**src/bfs_pkg.sv**
```systemverilog
// Shared types and constants for the boids steering block.
package bfs_pkg;

    localparam int FRAC_BITS    = 8;
    localparam int MAX_BOIDS    = 256;
    localparam int RADIUS_W     = 31;
    localparam logic [RADIUS_W-1:0] RADIUS_RESET = RADIUS_W'(300 << FRAC_BITS);
    localparam int POS_W        = 32;
    localparam int VEL_W        = 24;
    localparam int STEER_W      = 16;
    localparam int CNT_W        = 9;
    localparam int SUM_W        = 32;
    localparam int Q_DEPTH      = 16;
    localparam int Q_AW         = 4;
    localparam int PIPE_DEPTH   = 6;

    // One classified word from the front part
    typedef struct packed {
        logic signed [VEL_W-1:0] vx;
        logic signed [VEL_W-1:0] vy;
        logic signed [VEL_W-1:0] vz;
        logic                    hit;
        logic                    last;
    } bfs_entry_t;

    typedef logic [2:0][SUM_W-1:0]   bfs_vec_t;
    typedef logic [2:0][STEER_W-1:0] bfs_dir_t;

    typedef enum logic [2:0] {
        N_IDLE,
        N_SHIFT,
        N_SQUARE,
        N_SQRT,
        N_DIVLD,
        N_DIV,
        N_DONE
    } bfs_norm_state_t;

    typedef enum logic [1:0] {
        B_ACC,
        B_PASS1,
        B_PASS2
    } bfs_back_state_t;

endpackage

```
**src/bfs_queue.sv**
```systemverilog
// Short queue of classified words between the front and back parts.
module bfs_queue import bfs_pkg::*;
(
    input  logic        clk,
    input  logic        rst_n,
    input  logic        wr_en,
    input  bfs_entry_t  wr_data,
    input  logic        rd_en,
    output bfs_entry_t  rd_data,
    output logic        q_empty,
    output logic [Q_AW:0] count
);

    bfs_entry_t      mem_reg [Q_DEPTH];
    logic [Q_AW-1:0] wr_ptr_reg, rd_ptr_reg;
    logic [Q_AW:0]   count_reg;

    // pointers and fill level
    always_ff @(posedge clk or negedge rst_n)
    begin
        if (!rst_n)
        begin
            wr_ptr_reg <= '0;
            rd_ptr_reg <= '0;
            count_reg  <= '0;
        end
        else
        begin
            if (wr_en)
            begin
                wr_ptr_reg <= wr_ptr_reg + 1'b1;
            end
            if (rd_en)
            begin
                rd_ptr_reg <= rd_ptr_reg + 1'b1;
            end
            count_reg <= count_reg + (Q_AW+1)'(wr_en) - (Q_AW+1)'(rd_en);
        end
    end

    // storage
    always_ff @(posedge clk)
    begin
        if (wr_en)
        begin
            mem_reg[wr_ptr_reg] <= wr_data;
        end
    end

    assign rd_data = mem_reg[rd_ptr_reg];
    assign q_empty = count_reg == '0;
    assign count   = count_reg;

endmodule

```
**config.mk**
```make
export PLATFORM = sky130hd
export DESIGN_NAME = bfs_queue
export DESIGN_NICKNAME = d
export VERILOG_FILES = /design/src/bfs_pkg.sv /design/src/bfs_queue.sv
export SDC_FILE = /design/constraint.sdc
export NUM_CORES = 1
export LEC_CHECK = 0
export BUFFER_PORTS_ARGS = -buffer_cell sky130_fd_sc_hd__buf_2
export CELL_PAD_IN_SITES_DETAIL_PLACEMENT = 1
export CELL_PAD_IN_SITES_GLOBAL_PLACEMENT = 1
export CORE_UTILIZATION = 30
export CTS_BUF_LIST = sky130_fd_sc_hd__clkbuf_4 sky130_fd_sc_hd__clkbuf_8
export CTS_CLUSTER_DIAMETER = 40
export CTS_CLUSTER_SIZE = 30
export DETAILED_ROUTE_END_ITERATION = 8
export PLACE_DENSITY = 0.52
export SYNTH_ARGS = -nofsm -noshare
export SYNTH_HDL_FRONTEND = slang
export SYNTH_SLANG_ARGS = --single-unit
```
**constraint.sdc**
```tcl
create_clock -name clk -period 6 [get_ports clk]
set_clock_uncertainty 0.15 [all_clocks]
set_input_delay 1.8 -clock clk [delete_from_list [all_inputs] [get_ports clk]]
set_output_delay 1.8 -clock clk [all_outputs]
set_load 0.02 [all_outputs]
```
# Word-level counts from Yosys, hierarchy flattened

Memory sizes are Yosys's and may differ from the RTL's.
Cells that the tools add are included.

$add $sub $neg: 4
$mul: 0
Divide/modulo/power cells: 0
Order comparisons: 0
Equality and inequality tests: 0
Shifts and indexed selects: 0
Multiplexer cells: 2
Bitwise logic cells: 0
Reduce and logical (&&, ||, !) cells: 1

Operators with widths:

| cell                                         | number |
|---|---|
| adder 4 x 1 -> 4 bit (second input constant) | 2 |
| adder 5 x 1 -> 5 bit                         | 1 |
| zero test 5 bit                              | 1 |
| subtractor 5 x 1 -> 5 bit                    | 1 |
| 2-to-1 mux 1 bit                             | 2 |

Bits in registers: 13
Latch bits: 0
Memory bits (writable): 1,184
ROM bits: 0
Bits of input ports: 78
Output and inout bits: 80
Logic and storage cells: 11
Memories: 1

Memories:

| name    | words | width | read ports | clocked after Yosys merged registers in | wr ports | line            | text |
|---|---|---|---|---|---|---|---|
| mem_reg | 16    | 74    | 1          | 0                                       | 1        | bfs_queue.sv:14 | `bfs_entry_t mem_reg [Q_DEPTH];` |

# Longest topological paths before layout

Gate-level depths: netlist of run 1.

Depth after elaboration: 2
Gate-level depth with buffers: 8
Mapped depth without buffers: 8

# Worst setup path before layout of run 1

No wires, ideal clock.

Path kind: input-to-reg
Start point: input port wr_en
End point: memory mem_reg[3][0] in the netlist's numbering (enable)
Arrival time: 7.228 ns
Required time: 5.253 ns
Setup slack: -1.975 ns
Stages on the path: 3
Path buffers: 1
Path through: clkbuf_1 -> nand2_1 -> nor3_1

Longest elaborated chain between the ends: 2

RTL lines:

| element                                | line            | text |
|---|---|---|
| from (decl)                            | bfs_queue.sv:6  | `input logic wr_en,` |
| 2-to-1 mux 1 bit                       | bfs_queue.sv:44 | `if (wr_en)` |
| 2-to-1 mux 1 bit (not written as such) | bfs_queue.sv:46 | `mem_reg[wr_ptr_reg] <= wr_data;` |
| to (decl)                              | bfs_queue.sv:14 |  |

No other way between the ends.

==> results of run 1 <==
==> logic make-up after synthesis <==
logic type / synth area share
fa+ha+maj: 0.00351
compound gates: 0.0254
flops: 0.798
buf+inv: 0.0133
mux: 0.148
simple gates: 0.00946
xor+xnor: 0.00195
==> critical path: cells and delay by family (launching register included) <==
| family | cells | cell delay (ps) |
|---|---|---|
| AND/OR/NAND/NOR | 1 | 170 |
| flip-flops | 1 | 1110 |
| AO/OA/AOI/OAI | 1 | 200 |
| multiplexers | 1 | 560 |
| buffers and inverters | 2 | 740 |
==> metrics by stage <==
| stage | utilization | hold WS (ps) | setup slack [ps] | area [um2] |
|---|---|---|---|---|
| 6_report | 0.354 | 408 | 359 | 52500 |
| 5_1_grt | 0.354 | 454 | 33.5 | 52500 |
| 4_1_cts | 0.354 | 405 | 154 | 52400 |
| 3_5_place_dp | 0.328 | 398 | 1170 | 48600 |
| 3_3_place_gp | 0.328 | 388 | 1200 | 48600 |
| 2_1_floorplan | - | 343 | 9.66 | 45000 |
==> metal layers <==
layer  up-vias  share of wire
li1       8683              -
met1     11461           0.42
met4        24          0.029
met5         -         0.0013
met2       495           0.51
met3       233          0.047
==> report_power, final <==
group / total [mW] / switching [mW] / internal, mW
clock network: 7.26 / 3.35 / 3.90
registers: 10.5 / 0.414 / 10.1
logic: 7.81 / 4.64 / 3.17
total: 25.5 / 8.41 / 17.1
==> worst paths after layout <==
check                                     startpoint                        end  slack, ps  depth (start not counted)
setup / recovery           rd_ptr_reg[0]$_DFFE_PN0P_                 rd_data[1]        360                          5
hold / removal             wr_ptr_reg[0]$_DFFE_PN0P_  wr_ptr_reg[0]$_DFFE_PN0P_        410                          1
hold reg to reg            wr_ptr_reg[0]$_DFFE_PN0P_  wr_ptr_reg[0]$_DFFE_PN0P_        410                          1
max in group asynchronous                      rst_n  rd_ptr_reg[1]$_DFFE_PN0P_       4760                          1
min in group asynchronous                      rst_n         count[4]$_DFF_PN0_        650                          1
setup reg to reg           wr_ptr_reg[2]$_DFFE_PN0P_   mem_reg[6][12]$_DFFE_PP_       3120                          3
==> final cells by class <==
class	instances	area share
flip-flops and latches	1197	0.684
clock buffers	178	0.0454
clock inverters	125	0.0275
repair buffers	213	0.0313
diodes	7	0.000334
multi-input cells	578	0.165
inverters	8	0.000572
well taps	1930	0.0460
==> layout by cell type, fill, tap and decap left out, types with 6 or more instances in the layout <==
cell,synthesis,final
dfrtp_1,13,11
nor2_4,0,13
inv_1,8,8
inv_8,0,6
clkinvlp_4,0,15
buf_4,9,21
clkbuf_8,0,167
clkinv_2,0,17
inv_6,0,15
edfxtp_1,1184,1184
bufinv_16,0,26
clkinv_4,0,16
clkbuf_4,0,11
ha_1,11,11
mux4_2,296,296
clkinv_1,0,29
buf_12,0,35
buf_2,11,157
nand2_1,81,81
a22oi_1,148,148
diode_2,0,7
==> results.py, run 1 <==
metrics = {
    "run_status": {
        "run_status": "complete, no violations",
    },
    "floorplanning": {
        "rows": 141,
        "initial_utilization": 0.303,
        "io_pins": 158,
        "dieArea_mm2": 0.151,
        "coreArea_mm2": 0.148,
        "fp.dieW_um": 389,
        "die_h_um": 389,
    },
    "global_routing": {
        "grt_use_met1": 0.191,
        "gr-usage-met2": 0.262,
        "grtUsageTotal": 0.154,
        "first_global_vias": 23236,
        "grt.busiest_layer": "met2",
        "antenna_found_initial": 34,
        "grt_pass1_wl_mm": 166,
        "grtUsageMet3": 0.0340,
        "grt_max_degree": 75,
        "overflow": 0,
    },
    "placement": {
        "dp_cells": 3926,
        "numPortBuffers": 157,
        "routabilityCongestion": 0.687,
        "hpwlAfterDp_mm": 54.4,
    },
    "hold_path": {
        "hold_path.class": "reg2reg",
    },
    "critical_path": {
        "path_cells": "buf_4 -> mux4_2 -> a22oi_1 -> nand2_1 -> buf_2",
        "worst_setup_path_end_kind": "output pin",
        "path_max_fanout": 40,
        "cpPeakStageDelay_ps": 1110,
        "worstSetupStartpointType": "register",
        "worstPathArrival_ps": 3690,
        "crit_slowest_cell": "dfrtp_4",
        "critPathRequiredTime_ps": 4050,
        "criticalPathCategory": "reg2out",
    },
    "timing": {
        "slew_violations": 0,
        "finalCritPeriodShare": 0.940,
        "hold_violations": 0,
        "layout_min_cycle_time_ps": 5640,
        "finalSetupTns_ps": 0,
        "fmax_mhz": 177,
        "rsz0062_at_grt": "false",
        "slew_headroom": 0.226,
        "worstMarginPinSlew_ps": 1160,
        "setup_viol": 0,
    },
    "clock_tree": {
        "ctsResizeCount": 0,
        "cts_sinks": 1197,
        "clock_latency_ps": 870,
        "hold_buffers": 0,
        "numCtsBuffers": 162,
        "clock-root-buffer": "clkbuf_8",
        "cts_buffer_depth": 3,
        "htree_levels": 4,
        "cts_setup_buffers": 0,
        "tritoncts": "done",
        "clkSlewWorstSetupHoldPaths_ps": 60,
    },
    "synth": {
        "yosys.area.top_type_share": 0.791,
        "synth_area_mm2": 0.0450,
        "syn_avg_cell_area_um2": 23.9,
        "ys_warn_count": 0,
        "ys_types": 27,
        "synth_flop_cell": "edfxtp_1",
        "synth_edf_count": 1184,
        "yosys-top-cells-area": "edfxtp_1 (79%), mux4_2 (15%), a22oi_1 (2.5%), dfrtp_1 (0.72%), nand2_1 (0.68%)",
        "syn_inst": 1884,
        "yosysMostFrequentCell": "edfxtp_1",
        "ys_seq_area_frac": 0.798,
        "yosysTopAreaCell": "edfxtp_1",
        "async_reset_ff_frac": 0.0109,
        "syn_nets": 1974,
        "synth_seq_cells": 1197,
        "synthTopCellsByCount": "edfxtp_1 (1,184), mux4_2 (296), a22oi_1 (148)",
    },
    "cells_and_area": {
        "largest_register_ffs": 1184,
        "layout.nets": 2250,
        "fin_cells": 4236,
        "nFillCells": 14384,
        "drive_gt1_frac": 0.351,
        "areaGrowthSynthToFinish_pct": 16.7,
        "seq_area_mm2": 0.0359,
        "multi_input_area_mm2": 0.00865,
    },
    "power_and_ir_drop": {
        "total_power_mw": 25.5,
        "p_leak_nw": 16.5,
        "vdd_drop_max_mv": 0.241,
        "power_density_mw_per_mm2": 487,
    },
    "route": {
        "detail-route-antenna-nets": 0,
        "drt-initial-drc-count": 1606,
        "dr.pass1.iters": 5,
        "vias_per_cell": 4.93,
        "drc": 0,
        "num_vias": 20896,
        "wirelength_mm": 116,
        "wl_per_cell_um": 27.4,
    },
    "flow_run": {
        "cap_violations": 0,
    },
}
(Power assumes the default switching activity.)
==> run 2, diff against run 1 <==
--- a/config.mk
+++ b/config.mk
@@ -6,14 +6,13 @@
 export NUM_CORES = 1
 export LEC_CHECK = 0
 export BUFFER_PORTS_ARGS = -buffer_cell sky130_fd_sc_hd__buf_2
-export CELL_PAD_IN_SITES_DETAIL_PLACEMENT = 1
-export CELL_PAD_IN_SITES_GLOBAL_PLACEMENT = 1
 export CORE_UTILIZATION = 30
 export CTS_BUF_LIST = sky130_fd_sc_hd__clkbuf_4 sky130_fd_sc_hd__clkbuf_8
 export CTS_CLUSTER_DIAMETER = 40
 export CTS_CLUSTER_SIZE = 30
 export DETAILED_ROUTE_END_ITERATION = 8
-export PLACE_DENSITY = 0.52
+export MAX_ROUTING_LAYER = met4
+export PLACE_DENSITY = 0.48
 export SYNTH_ARGS = -nofsm -noshare
 export SYNTH_HDL_FRONTEND = slang
 export SYNTH_SLANG_ARGS = --single-unit
==> results.py, run 2 (synthesized netlist as in run 1, its figures left out) <==
metrics = {
    "run_status": {
        "run_status": "complete, no violations",
    },
    "floorplanning": {
        "fp.dieW_um": 389,
        "dieArea_mm2": 0.151,
        "coreArea_mm2": 0.148,
        "rows": 141,
        "die_h_um": 389,
        "initial_utilization": 0.303,
        "io_pins": 158,
    },
    "clock_tree": {
        "clkSlewWorstSetupHoldPaths_ps": 70,
        "cts_sinks": 1197,
        "hold_buffers": 0,
        "tritoncts": "done",
        "htree_levels": 4,
        "ctsResizeCount": 0,
        "clock_latency_ps": 850,
        "cts_setup_buffers": 0,
        "cts_buffer_depth": 3,
        "numCtsBuffers": 150,
        "clock-root-buffer": "clkbuf_8",
    },
    "timing": {
        "finalCritPeriodShare": 0.907,
        "rsz0062_at_grt": "false",
        "slew_violations": 0,
        "worstMarginPinSlew_ps": 1130,
        "setup_viol": 0,
        "slew_headroom": 0.244,
        "finalSetupTns_ps": 0,
        "fmax_mhz": 184,
        "hold_violations": 0,
        "layout_min_cycle_time_ps": 5440,
    },
    "route": {
        "drt-initial-drc-count": 1571,
        "wl_per_cell_um": 26.7,
        "vias_per_cell": 4.88,
        "detail-route-antenna-nets": 0,
        "dr.pass1.iters": 5,
        "drc": 0,
        "wirelength_mm": 112,
        "num_vias": 20584,
    },
    "cells_and_area": {
        "final_common_cell": "edfxtp_1",
        "post-route-util": 0.350,
        "largest_register_ffs": 1184,
        "areaGrowthSynthToFinish_pct": 15.2,
        "layout.nets": 2241,
        "nFillCells": 13689,
        "multi_input_area_mm2": 0.00865,
        "drive_gt1_frac": 0.348,
        "seq_area_mm2": 0.0359,
        "most-common-layout-cells": "edfxtp_1 (1,184), mux4_2 (296), buf_2 (157)",
    },
    "critical_path": {
        "path_cells": "buf_12 -> mux4_2 -> a22oi_1 -> nand2_1 -> buf_2",
        "worstPathArrival_ps": 3490,
        "worst_setup_path_end_kind": "output pin",
        "r2r_start": "wr_ptr_reg[3]$_DFFE_PN0P_",
        "cpPeakStageDelay_ps": 1170,
        "worstSetupStartpointType": "register",
        "crit_slowest_cell": "dfrtp_4",
        "critPathRequiredTime_ps": 4050,
        "criticalPathCategory": "reg2out",
        "path_max_fanout": 62,
        "r2r_end": "mem_reg[10][73]$_DFFE_PP_",
        "path_buf_inv": 2,
        "reg2regPathDepth": 3,
        "path_delay_family": "flip-flops",
        "reg2reg_slack_ps": 3150,
    },
    "power_and_ir_drop": {
        "power_density_mw_per_mm2": 474,
        "vdd_drop_max_mv": 0.569,
        "p_leak_nw": 16.2,
    },
    "hold_path": {
        "hold_path_end": "wr_ptr_reg[0]$_DFFE_PN0P_",
        "holdPathStages": 1,
        "min_from": "wr_ptr_reg[0]$_DFFE_PN0P_",
        "hold_path.class": "reg2reg",
    },
    "global_routing": {
        "grt_max_degree": 65,
        "overflow": 0,
        "antenna_found_initial": 25,
        "first_global_vias": 22033,
        "grtUsageTotal": 0.154,
        "grt_pass1_wl_mm": 161,
    },
    "placement": {
        "hpwlAfterDp_mm": 56.9,
        "numPortBuffers": 157,
        "routabilityCongestion": 0.714,
    },
    "flow_run": {
        "cap_violations": 0,
    },
}
==> run 2: worst max path at each step <==
stage                                          end                       from  cells past startpoint
after floorplan           mem_reg[15][0]$_DFFE_PP_                      wr_en                      3
after global placement                 rd_data[28]  rd_ptr_reg[1]$_DFFE_PN0P_                      5
after detailed placement               rd_data[54]  rd_ptr_reg[1]$_DFFE_PN0P_                      5
after CTS                              rd_data[54]  rd_ptr_reg[1]$_DFFE_PN0P_                      5
after global routing                   rd_data[54]  rd_ptr_reg[1]$_DFFE_PN0P_                      5
final                                  rd_data[54]  rd_ptr_reg[1]$_DFFE_PN0P_                      5
==> run 2: report_power, final <==
group	leakage, nW	internal [mW]	switching (mW)
logic	3.74	3.04	4.65
registers	10.8	10.1	0.364
clock network	1.64	3.15	3.31
==> run 2: through the flow <==
step / power (mW) / area (um2) / hold WS, ps / instances / setup slack (ps)
final: 24.6 / 51800 / 400 / 4217 / 555
after global routing: 25.7 / 51800 / 420 / 4215 / 330
after CTS: 25.1 / 51800 / 399 / 4202 / 407
after detailed placement: 18.6 / 48500 / 385 / 3929 / 1400
after global placement: 18.5 / 48500 / 378 / 3929 / 1380
after floorplan: 15.7 / 45000 / 343 / 1884 / 9.66
==> run 2: layer usage <==
layer  up-vias  track usage  part of all wire  wire (um)
met5         -            -                 0          0
met2       521        0.245              0.49      55300
met3       187       0.0359             0.055       6130
met4         0       0.0379             0.018       1990
li1       8667            -                 -          -
met1     11209        0.199              0.44      49000
==> run 2: area by class of cell <==
| cell class | count | share of cell area |
|---|---|---|
| Antenna cell | 15 | 0.000724 |
| Clock buffer | 160 | 0.0418 |
| Clock inverter | 113 | 0.0219 |
| Inverter | 8 | 0.000579 |
| Multi-Input combinational cell | 578 | 0.167 |
| Sequential cell | 1197 | 0.693 |
| Tap cell | 1930 | 0.0466 |
| Timing Repair Buffer | 216 | 0.0290 |
