--- src/bfs_pkg.sv ---
// Shared types and constants for the boids steering block.
package bfs_pkg;

    localparam int FRAC_BITS    = 8;
    localparam int MAX_BOIDS    = 256;
    localparam int RADIUS_W     = 31;
    localparam logic [RADIUS_W-1:0] RADIUS_RESET = RADIUS_W'(300 << FRAC_BITS);
    localparam int POS_W        = 32;
    localparam int VEL_W        = 24;
    localparam int STEER_W      = 16;
    localparam int CNT_W        = 9;
    localparam int SUM_W        = 32;
    localparam int Q_DEPTH      = 16;
    localparam int Q_AW         = 4;
    localparam int PIPE_DEPTH   = 6;

    // One classified word from the front part
    typedef struct packed {
        logic signed [VEL_W-1:0] vx;
        logic signed [VEL_W-1:0] vy;
        logic signed [VEL_W-1:0] vz;
        logic                    hit;
        logic                    last;
    } bfs_entry_t;

    typedef logic [2:0][SUM_W-1:0]   bfs_vec_t;
    typedef logic [2:0][STEER_W-1:0] bfs_dir_t;

    typedef enum logic [2:0] {
        N_IDLE,
        N_SHIFT,
        N_SQUARE,
        N_SQRT,
        N_DIVLD,
        N_DIV,
        N_DONE
    } bfs_norm_state_t;

    typedef enum logic [1:0] {
        B_ACC,
        B_PASS1,
        B_PASS2
    } bfs_back_state_t;

endpackage

--- src/bfs_norm.sv ---
// Iterative vector normaliser: shift, sum of squares, square root, division.
module bfs_norm import bfs_pkg::*;
(
    input  logic     clk,
    input  logic     rst_n,
    input  logic     start,
    input  bfs_vec_t in_vec,
    output logic     done,
    output bfs_dir_t out_vec
);

    bfs_norm_state_t state_reg, state_next;
    logic [2:0]        neg_reg, neg_next;
    logic [31:0]       mag_reg [3];
    logic [31:0]       mag_next [3];
    logic [1:0]        idx_reg, idx_next;
    logic [61:0]       acc_reg, acc_next;
    logic [61:0]       n_reg, n_next;
    logic [61:0]       res_reg, res_next;
    logic [60:0]       bit_reg, bit_next;
    logic [31:0]       rem_reg, rem_next;
    logic [15:0]       nlo_reg, nlo_next;
    logic [15:0]       q_reg, q_next;
    logic [3:0]        cnt_reg, cnt_next;
    bfs_dir_t          out_reg, out_next;

    logic [31:0] max01, max_mag, mag_sel, len;
    logic [59:0] sq;
    logic [61:0] trial;
    logic [45:0] num;
    logic [32:0] r2;
    logic        qb;
    logic [15:0] qf, qc;

    assign mag_sel = mag_reg[idx_reg];
    assign max01   = (mag_reg[0] > mag_reg[1]) ? mag_reg[0] : mag_reg[1];
    assign max_mag = (max01 > mag_reg[2]) ? max01 : mag_reg[2];
    assign len     = res_reg[31:0];

    // state and datapath registers
    always_ff @(posedge clk or negedge rst_n)
    begin
        if (!rst_n)
        begin
            state_reg <= N_IDLE;
        end
        else
        begin
            state_reg <= state_next;
        end
    end

    always_ff @(posedge clk)
    begin
        neg_reg <= neg_next;
        mag_reg <= mag_next;
        idx_reg <= idx_next;
        acc_reg <= acc_next;
        n_reg   <= n_next;
        res_reg <= res_next;
        bit_reg <= bit_next;
        rem_reg <= rem_next;
        nlo_reg <= nlo_next;
        q_reg   <= q_next;
        cnt_reg <= cnt_next;
        out_reg <= out_next;
    end

    // sequencer
    always_comb
    begin
        state_next = state_reg;
        neg_next   = neg_reg;
        mag_next   = mag_reg;
        idx_next   = idx_reg;
        acc_next   = acc_reg;
        n_next     = n_reg;
        res_next   = res_reg;
        bit_next   = bit_reg;
        rem_next   = rem_reg;
        nlo_next   = nlo_reg;
        q_next     = q_reg;
        cnt_next   = cnt_reg;
        out_next   = out_reg;
        sq         = mag_sel[29:0] * mag_sel[29:0];
        trial      = res_reg + 62'(bit_reg);
        num        = {1'b0, mag_sel[29:0], 15'b0} + 46'(len[31:1]);
        r2         = {rem_reg, nlo_reg[15]};
        qb         = r2 >= {1'b0, len};
        qf         = {q_reg[14:0], qb};
        qc         = qf[15] ? 16'd32767 : qf;

        unique case (state_reg)
            N_IDLE:
            begin
                if (start)
                begin
                    for (int i = 0; i < 3; i++)
                    begin
                        neg_next[i] = in_vec[i][31];
                        mag_next[i] = in_vec[i][31] ? 32'(32'd0 - in_vec[i]) : in_vec[i];
                    end
                    state_next = N_SHIFT;
                end
            end
            // bring the largest magnitude into [2^29, 2^30); an all-zero vector gives zero
            N_SHIFT:
            begin
                if (max_mag == '0)
                begin
                    out_next   = '0;
                    state_next = N_DONE;
                end
                else if (max_mag[31:30] != 2'b00)
                begin
                    for (int i = 0; i < 3; i++)
                    begin
                        mag_next[i] = mag_reg[i] >> 1;
                    end
                end
                else if (!max_mag[29])
                begin
                    for (int i = 0; i < 3; i++)
                    begin
                        mag_next[i] = mag_reg[i] << 1;
                    end
                end
                else
                begin
                    idx_next   = '0;
                    acc_next   = '0;
                    state_next = N_SQUARE;
                end
            end
            // one square per cycle
            N_SQUARE:
            begin
                if (idx_reg == 2'd2)
                begin
                    n_next     = acc_reg + 62'(sq);
                    res_next   = '0;
                    bit_next   = 61'(1) << 60;
                    state_next = N_SQRT;
                end
                else
                begin
                    acc_next = acc_reg + 62'(sq);
                    idx_next = idx_reg + 1'b1;
                end
            end
            // integer square root, one result bit per cycle
            N_SQRT:
            begin
                if (n_reg >= trial)
                begin
                    n_next   = n_reg - trial;
                    res_next = (res_reg >> 1) + 62'(bit_reg);
                end
                else
                begin
                    res_next = res_reg >> 1;
                end
                bit_next = bit_reg >> 2;
                if (bit_reg == 61'd1)
                begin
                    idx_next   = '0;
                    state_next = N_DIVLD;
                end
            end
            // rounded numerator; high part is already below the length
            N_DIVLD:
            begin
                rem_next   = 32'(num[45:16]);
                nlo_next   = num[15:0];
                q_next     = '0;
                cnt_next   = '0;
                state_next = N_DIV;
            end
            // restoring division, one quotient bit per cycle
            N_DIV:
            begin
                rem_next = qb ? 32'(r2 - {1'b0, len}) : r2[31:0];
                nlo_next = nlo_reg << 1;
                q_next   = qf;
                cnt_next = cnt_reg + 1'b1;
                if (cnt_reg == 4'd15)
                begin
                    out_next[idx_reg] = neg_reg[idx_reg] ? 16'(16'd0 - qc) : qc;
                    if (idx_reg == 2'd2)
                    begin
                        state_next = N_DONE;
                    end
                    else
                    begin
                        idx_next   = idx_reg + 1'b1;
                        state_next = N_DIVLD;
                    end
                end
            end
            N_DONE:
            begin
                state_next = N_IDLE;
            end
            default:
            begin
                state_next = N_IDLE;
            end
        endcase
    end

    assign done    = state_reg == N_DONE;
    assign out_vec = out_reg;

endmodule

--- src/bfs_back.sv ---
// Back part: neighbour sums, two normalisation passes and the result register.
module bfs_back import bfs_pkg::*;
(
    input  logic               clk,
    input  logic               rst_n,
    input  logic               q_empty,
    input  bfs_entry_t         head,
    output logic               q_pop,
    input  logic               pop,
    output logic               empty,
    output logic signed [STEER_W-1:0] steer_x,
    output logic signed [STEER_W-1:0] steer_y,
    output logic signed [STEER_W-1:0] steer_z,
    output logic [CNT_W-1:0]   neighbors_found
);

    bfs_back_state_t state_reg, state_next;
    logic signed [SUM_W-1:0] vs_reg [3];
    logic signed [SUM_W-1:0] vs_next [3];
    logic [CNT_W-1:0]        cnt_reg, cnt_next;
    logic [CNT_W-1:0]        rcnt_reg, rcnt_next;
    bfs_vec_t                nv_reg, nv_next;
    bfs_dir_t                res_reg, res_next;
    logic                    ov_reg, ov_next;
    logic                    start;
    logic                    add;
    logic [CNT_W-1:0]        cnt_add;
    logic signed [SUM_W-1:0] vs_add [3];
    logic                    n_done;
    bfs_dir_t                n_out;

    bfs_norm u_norm (
        .clk     (clk),
        .rst_n   (rst_n),
        .start   (start),
        .in_vec  (nv_reg),
        .done    (n_done),
        .out_vec (n_out)
    );

    // control registers
    always_ff @(posedge clk or negedge rst_n)
    begin
        if (!rst_n)
        begin
            state_reg <= B_ACC;
            ov_reg    <= 1'b0;
            cnt_reg   <= '0;
            for (int i = 0; i < 3; i++)
            begin
                vs_reg[i] <= '0;
            end
        end
        else
        begin
            state_reg <= state_next;
            ov_reg    <= ov_next;
            cnt_reg   <= cnt_next;
            vs_reg    <= vs_next;
        end
    end

    always_ff @(posedge clk)
    begin
        rcnt_reg <= rcnt_next;
        nv_reg   <= nv_next;
        res_reg  <= res_next;
    end

    // accumulate and sequence the two passes
    always_comb
    begin
        state_next = state_reg;
        vs_next    = vs_reg;
        cnt_next   = cnt_reg;
        rcnt_next  = rcnt_reg;
        nv_next    = nv_reg;
        res_next   = res_reg;
        ov_next    = ov_reg && !pop;
        start      = 1'b0;
        q_pop      = 1'b0;
        add        = head.hit && (cnt_reg < CNT_W'(MAX_BOIDS));
        cnt_add    = cnt_reg + CNT_W'(add);
        vs_add[0]  = vs_reg[0] + (add ? SUM_W'(head.vx) : '0);
        vs_add[1]  = vs_reg[1] + (add ? SUM_W'(head.vy) : '0);
        vs_add[2]  = vs_reg[2] + (add ? SUM_W'(head.vz) : '0);

        unique case (state_reg)
            B_ACC:
            begin
                if (!q_empty && (!head.last || !ov_reg))
                begin
                    q_pop = 1'b1;
                    if (head.last)
                    begin
                        rcnt_next  = cnt_add;
                        nv_next    = {vs_add[2], vs_add[1], vs_add[0]};
                        cnt_next   = '0;
                        for (int i = 0; i < 3; i++)
                        begin
                            vs_next[i] = '0;
                        end
                        state_next = B_PASS1;
                    end
                    else
                    begin
                        cnt_next = cnt_add;
                        vs_next  = vs_add;
                    end
                end
            end
            // cohesion and separation cancel: the sum is the unit velocity
            B_PASS1:
            begin
                start = !n_done;
                if (n_done)
                begin
                    for (int i = 0; i < 3; i++)
                    begin
                        nv_next[i] = SUM_W'($signed(n_out[i]));
                    end
                    state_next = B_PASS2;
                end
            end
            B_PASS2:
            begin
                start = !n_done;
                if (n_done)
                begin
                    res_next   = n_out;
                    ov_next    = 1'b1;
                    state_next = B_ACC;
                end
            end
            default:
            begin
                state_next = B_ACC;
            end
        endcase
    end

    assign empty           = !ov_reg;
    assign steer_x         = res_reg[0];
    assign steer_y         = res_reg[1];
    assign steer_z         = res_reg[2];
    assign neighbors_found = rcnt_reg;

endmodule

--- config.mk ---
export PLATFORM = sky130hd
export DESIGN_NAME = bfs_back
export DESIGN_NICKNAME = d
export VERILOG_FILES = /design/src/bfs_pkg.sv /design/src/bfs_norm.sv /design/src/bfs_back.sv
export SDC_FILE = /design/constraint.sdc
export NUM_CORES = 2
export LEC_CHECK = 0
export ABC_AREA = 1
export BUFFER_PORTS_ARGS = -buffer_cell sky130_fd_sc_hd__buf_4
export CORE_MARGIN = 2
export CORE_UTILIZATION = 50
export CTS_CLUSTER_SIZE = 12
export DETAILED_ROUTE_END_ITERATION = 8
export GPL_TIMING_DRIVEN = 0
export PLACE_DENSITY_LB_ADDON = 0.12
export SYNTH_ARGS = -nofsm -noshare
export SYNTH_HDL_FRONTEND = slang
export SYNTH_HIERARCHICAL = 1
export SYNTH_SLANG_ARGS = --single-unit
export TNS_END_PERCENT = 10
--- constraint.sdc ---
create_clock -name clk -period 11.5 [get_ports clk]
set_clock_uncertainty 0.2 [all_clocks]
set_input_delay 1.725 -clock clk [delete_from_list [all_inputs] [get_ports clk]]
set_output_delay 1.725 -clock clk [all_outputs]
set_load 0.005 [all_outputs]
---- Word level (Yosys, flattened, before mapping) ----
Index checks and enable logic that the tools add are counted.
word-level totals
  input port bits ......................... 78
  output and inout bits ................... 59
  logic and storage cells ................. 195
  RAM bits ................................ 0
  memories kept ........................... 0
  latch bits .............................. 0
  register bits after elaboration ......... 727
  memory bits (read-only) ................. 0
operators by class
  $add $sub $neg .......................... 16
  bitwise logic cells ..................... 1
  order comparisons ....................... 8
  $mul .................................... 1
  reductions and logical operators ........ 35
  equal/unequal tests ..................... 28
  shift-type cells ........................ 0
  divide/modulo/power cells ............... 0
  mux-type cells .......................... 76
operators with widths
  cell                                                   number
  two-way mux 96 bit                                     8
  two-way mux 62 bit                                     8
  case mux 96 bit (2 select lines)                       2
  case mux 62 bit (2 select lines)                       3
  two-way mux 32 bit                                     9
  case mux 61 bit (2 select lines)                       1
  adder 32 bit                                           3
  two-way mux 48 bit                                     2
  case mux 48 bit (2 select lines)                       1
  subtractor 1 x 32 -> 32 bit (first input constant)     3
  binary-select mux 32 bit (select 2 bit)                1
  > comparator 32 bit                                    2
  case mux 32 bit (2 select lines)                       1
  adder 61 x 61 -> 62 bit                                1
  adder 62 x 60 -> 62 bit                                1
  adder 62 x 61 -> 62 bit                                1
  greater-or-equal comparator 62 bit                     1
  subtractor 62 bit                                      1
  equality test 61 x 1 -> 1 bit (second input constant)  1
  two-way mux 61 bit                                     1
  multiplier 30 x 30 -> 60 bit                           1
  two-way mux 30 bit                                     2
  bitwise mux 48 bit                                     1
  adder 45 x 31 -> 46 bit                                1
  50 further kinds                                       109

---- Logic depth before layout (Yosys ltp) ----
  depth in word-level cells ............... 8
  mapped depth ............................ 42
  gate-level depth less buffers ........... 38

---- Cells and area by module ----
Netlist, hierarchy kept.
by module, submodules not included
  module    area an instance (µm²)  cells an instance  sequential area each (µm²)  times used
  bfs_norm  64126.5                 8319               13077.5                     1
  bfs_back  17040.1                 2158               7297.0                      1

---- Worst setup path after synthesis ----
OpenSTA, ideal clock, no wires.
  path type ............................... reg-to-reg
  start point ............................. register u_norm/mag_reg[95] (netlist bit)
  end point ............................... register u_norm/mag_reg[0] (netlist bit), enable pin
  library setup time ...................... 0.583 ns
  period minus slack after synthesis ...... 8.911 ns
  buffers on the path ..................... 2
  cell stages (with the launch flop) ...... 26
  required time ........................... 10.717 ns
  arrival ................................. 8.129 ns
  path slack .............................. 2.589 ns
  cells stage by stage .................... edfxtp_1 > ha_1 > nand2_1 > nor3_2 > and3_2 > nand3b_4 > nand2_4 > buf_6 > buf_6 > nand2_1 > and2_1 > ha_1 > nand2_1 > nor2_1 > nor3b_1 > and2_1 > nand2_1 > a21boi_1 > nand3_1 > nand3_1 > nor2_1 > nand3_1 > nor2_2 > nand2_2 > nand2_1 > a21oi_1
between the ends
  word-level cells in the longest chain between the ends .. 7
  elaborated cells between the ends (all ways) .. 9
  classes of those cells .................. 2 x order compare; 2 x eq/ne; 2 x mux; 3 x reduce/logical
RTL lines
  item                                                             line                              RTL
  start, declared                                                  bfs_norm.sv:14                    logic [31:0] mag_reg [3];
  start signal, assigned                                           bfs_norm.sv:56                    mag_reg <= mag_next;
  > comparator 32 bit                                              bfs_norm.sv:36                    assign max01 = (mag_reg[0] > mag_reg[1]) ? mag_reg[0] : mag_reg[1];
  two-way mux 32 bit *                                             bfs_norm.sv:36
  > comparator 32 bit                                              bfs_norm.sv:37                    assign max_mag = (max01 > mag_reg[2]) ? max01 : mag_reg[2];
  two-way mux 32 bit *                                             bfs_norm.sv:37
  logical NOT 32 bit / nonzero test 2 bit (equally long branches)  bfs_norm.sv:109, bfs_norm.sv:114
  != test 2 bit (no line) / != test 3 bit (equally long branches)  --
  AND reduction 4 bit (no line) *                                  --
Mark *: on every way between the ends. The rest lies on a longest branch, timed or not.
A chain may end at the register's enable or synchronous reset.

---- Worst setup path after layout ----
  start point ............................. register u_norm.idx_reg[1]
  end point ............................... register u_norm.n_reg[49] (data pin)
between the ends
  word-level cells in the longest chain between the ends .. 8
RTL lines
  item                                                    line             RTL
  start, declared                                         bfs_norm.sv:16   logic [1:0] idx_reg, idx_next;
  start signal, assigned                                  bfs_norm.sv:57   idx_reg <= idx_next;
  NOT 2 -> 3 bit (not written as such)                    bfs_norm.sv:35   assign mag_sel = mag_reg[idx_reg];
  binary-select mux 32 bit (select 2 bit)                 bfs_norm.sv:35
  two-way mux 30 bit (not written as such) (2 in series)  bfs_norm.sv:35
  multiplier 30 x 30 -> 60 bit                            bfs_norm.sv:85   sq = mag_sel[29:0] * mag_sel[29:0];
  adder 62 x 60 -> 62 bit                                 bfs_norm.sv:140  n_next = acc_reg + 62'(sq);
  two-way mux 62 bit                                      bfs_norm.sv:138  if (idx_reg == 2'd2)
  case mux 62 bit (2 select lines)                        bfs_norm.sv:93   unique case (state_reg)
  net u_norm.n_next[49]                                   bfs_norm.sv:18   logic [61:0] n_reg, n_next;
  end signal, assigned                                    bfs_norm.sv:59   n_reg <= n_next;
  end, declared                                           bfs_norm.sv:18
The timed path passes the listed nets, and every way through them passes these cells. The select of a mux whose other input is x is not followed.

==> metrics.md <==
| Metric | Value |
|---|---|
| Status | `finished clean` |
| Fraction of layout cells with a size suffix above 1 | `0.0577` |
| P&R area growth vs syn | `8.57%` |
| Fin crit share | `0.996` |
| Critical-path top delay cell | `xnor2_1` |
| Ports | `137` |
| First-pass GRT wire length | `460 mm` |
| DR DRC count | `0` |
| Longest Clk Path Bufs | `3` |
| Largest net degree at the start of global routing | `70` |
| TritonCTS clock tree | `done` |
| Final Critical Period | `around 11,000 ps` |
| HPWL Detailed | `262 mm` |
| # setup viols final | `0` |
| Syn_nets | `11,900` |
| Gpl congestion | `1.01` |
| Clock root cell | `clkbuf_16` |
| DRT iter0 DRCs | `roughly 7,400` |
| Die Area | `around 170,000 um^2` |
| Crit path max fanout | `12` |
| Bufs and invs on worst path | `8` |
| Crit path required time | `11,690 ps` |
| Worst slack at placement | `-696 ps` |
| Post-route ant nets | `0` |
| Hold slack | `241 ps` |
| Cells after synthesis | `10,500` |
| Worst-skew pair later-pin latency | `730 ps` |
| Worst Hold Class | `reg -> reg` |
| EDFF count, synth | `586` |
| WP data arrival | `11,650 ps` |
| Kind of critical path | `reg -> reg` |
| Max_slew headroom | `0.147` |
| #FFs+latches synth | `697` |
| CP startpoint kind | `flip-flop` |
| Syn Area/Cell | `7.75 um^2` |
| DR vias | `73,300` |
| Design Area, Final | `between 80,000 and 90,000 um^2` |
| Synth Warn # | `6` |
| Asr flop ratio synth | `0.159` |
| Sequential area share after synthesis | `0.251` |
| Core Region | `161,000 um^2` |
| Max Cap Viol | `0` |
| Post-route setup slack | `42.1 ps` |
| CTS H-Tree Depth | `3` |
| Clock-pin slew on the worst setup and hold paths | `60 ps` |
| Crit. End Element | `flip-flop` |
| NumNets Final | `12,100` |
| Number of global-route vias before repair | `a little over 70,000` |
| Vert. Die Dim | `407 um` |
| Final Max Tran Viols | `0` |
| TritonCTS buffer count | `84` |
| Port bufs | `132` |
| Hold Vio Cnt, Final | `0` |
| Final design utilization | `0.548` |
| Die width | `~410 um` |
| Most used cell along the critical path | `fa_1` |
| Clock Sink Count | `between 600 and 700` |
| Cell family with most CP delay | `adder cells` |
| Delay of the slowest critical-path stage | `840 ps` |
| Area after DPL | `about 85,000 um^2` |
| Average wire per standard cell | `approximately 25 um` |
| Global-route usage over all layers | `0.381` |
| Fillers | `15,800` |
| Fmax | `87.3 MHz` |
| Initial antenna violation count | `16` |
| RSZ-0062 raised after global routing | `false` |
| 1st-pass router iterations | `6` |
| Worst-margin pin slew | `1280 ps` |
| Synthesized area | `81,200 um^2` |
| Starting Density | `0.504` |
| Gr ovfl total | `0` |
| Top_reg_cell synth | `edfxtp_1` |
| Synth cell types | `78` |
| Routed vias/inst | `5.67` |
| Final wirelength | `317 mm` |
| FP Rows | `147` |
## final cells by class
| class | count | area [um^2] | share of cell area |
|---|---|---|---|
| multi-input combinational | 7346 | 51400 | 0.584 |
| sequential | 697 | 20400 | 0.231 |
| inverter | 2140 | 8050 | 0.0914 |
| tap | 2160 | 2700 | 0.0307 |
| clock buffer | 114 | 2290 | 0.0259 |
| buffer | 290 | 1470 | 0.0167 |
| timing repair buffer | 151 | 1320 | 0.0150 |
| clock inverter | 40 | 457 | 0.00518 |
| antenna | 5 | 12.5 | 0.000142 |
## cell families after synthesis
family / synth area share
adders and majority gates: 0.275
DFF: 0.251
buffers and inverters: 0.116
xor gates and xnor gates: 0.0320
and+or+nand+nor: 0.208
AOI/OAI and AO/OA: 0.117
## what timing repair did
action / CTS / global route
setup endpoints to repair: 51 / 35
hold buffers: 0 / 0
gates resized for setup: 12 / 76
pin swaps: 0 / 1
buffers inserted: 0 / 1
## per-layer routing
metal,part of all wire,GRT usage
met1,0.38,0.471
met2,0.45,0.615
met3,0.086,0.0749
met4,0.075,0.235
met5,0.00050,0
## synth_stat cells, types with 8 or more instances
cell	instances	area [um^2]
a21boi_0	11	82.6
a21o_1	25	188
a21oi_1	609	3050
a221oi_1	15	131
a31oi_1	58	363
and2_1	11	68.8
buf_1	38	143
buf_2	55	275
buf_6	17	191
clkbuf_1	174	653
dfrtp_1	111	2780
edfxtp_1	586	17600
fa_1	759	15200
ha_1	571	7140
inv_1	2114	7940
inv_2	18	67.6
nand2_1	2230	8370
nand2_2	31	194
nand2_4	24	270
nand3_1	368	1840
nand3_2	8	80.1
nand3b_1	30	225
nand4_1	75	469
nand4_2	10	125
nor2_1	981	3680
nor2_2	27	169
nor2_4	10	113
nor3_1	100	500
nor3_2	11	110
nor4_1	26	163
o2111ai_1	10	87.6
o211ai_1	39	293
o21a_1	58	435
o21ai_0	702	3510
o21ai_1	53	265
o21ai_2	8	70.1
o21bai_1	25	188
o22ai_1	43	269
o31ai_1	10	75.1
or2_2	33	206
xnor2_1	132	1160
xor2_1	165	1450
## placed cells by master (no fill, tap or decap), types with 58 or more instances in the layout
cell type	n
nor3_1	99
edfxtp_1	586
dfrtp_1	111
nand4_1	75
ha_1	571
nand2_1	2228
nor2_1	979
a31oi_1	58
a21oi_1	608
buf_4	139
fa_1	759
clkbuf_16	85
xor2_1	164
nand3_1	368
xnor2_1	130
clkbuf_1	164
o21ai_0	700
inv_1	2112
## worst paths after layout
kind | from | to | slack (ps) | cells after the start
max | u_norm/idx_reg[1]$_SDFFCE_PN0P_ | u_norm/n_reg[49]$_DFFE_PP_ | 40 | 28
min in group asynchronous | rst_n | cnt_reg[1]$_DFFE_PN0P_ | 730 | 1
max in group asynchronous | rst_n | u_norm/state_reg[0]$_DFFE_PN0P_ | 9590 | 2
min reg2reg | nv_reg[95]$_DFFE_PP_ | u_norm/neg_reg[2]$_DFFE_PP_ | 240 | 0
max reg2reg | u_norm/idx_reg[1]$_SDFFCE_PN0P_ | u_norm/n_reg[49]$_DFFE_PP_ | 40 | 28
min | nv_reg[95]$_DFFE_PP_ | u_norm/neg_reg[2]$_DFFE_PP_ | 240 | 0
## per-stage QoR
step	TNS, ps	cells
after floorplan	0	10500
after global placement	-185870	12800
after detailed placement	-13560	12800
after CTS	0	12900
after global routing	0	12900
final	0	12900
Power is left out: the tool's default activity adds up to more than one toggle a clock period on the data nets, which glitch-free logic cannot reach.
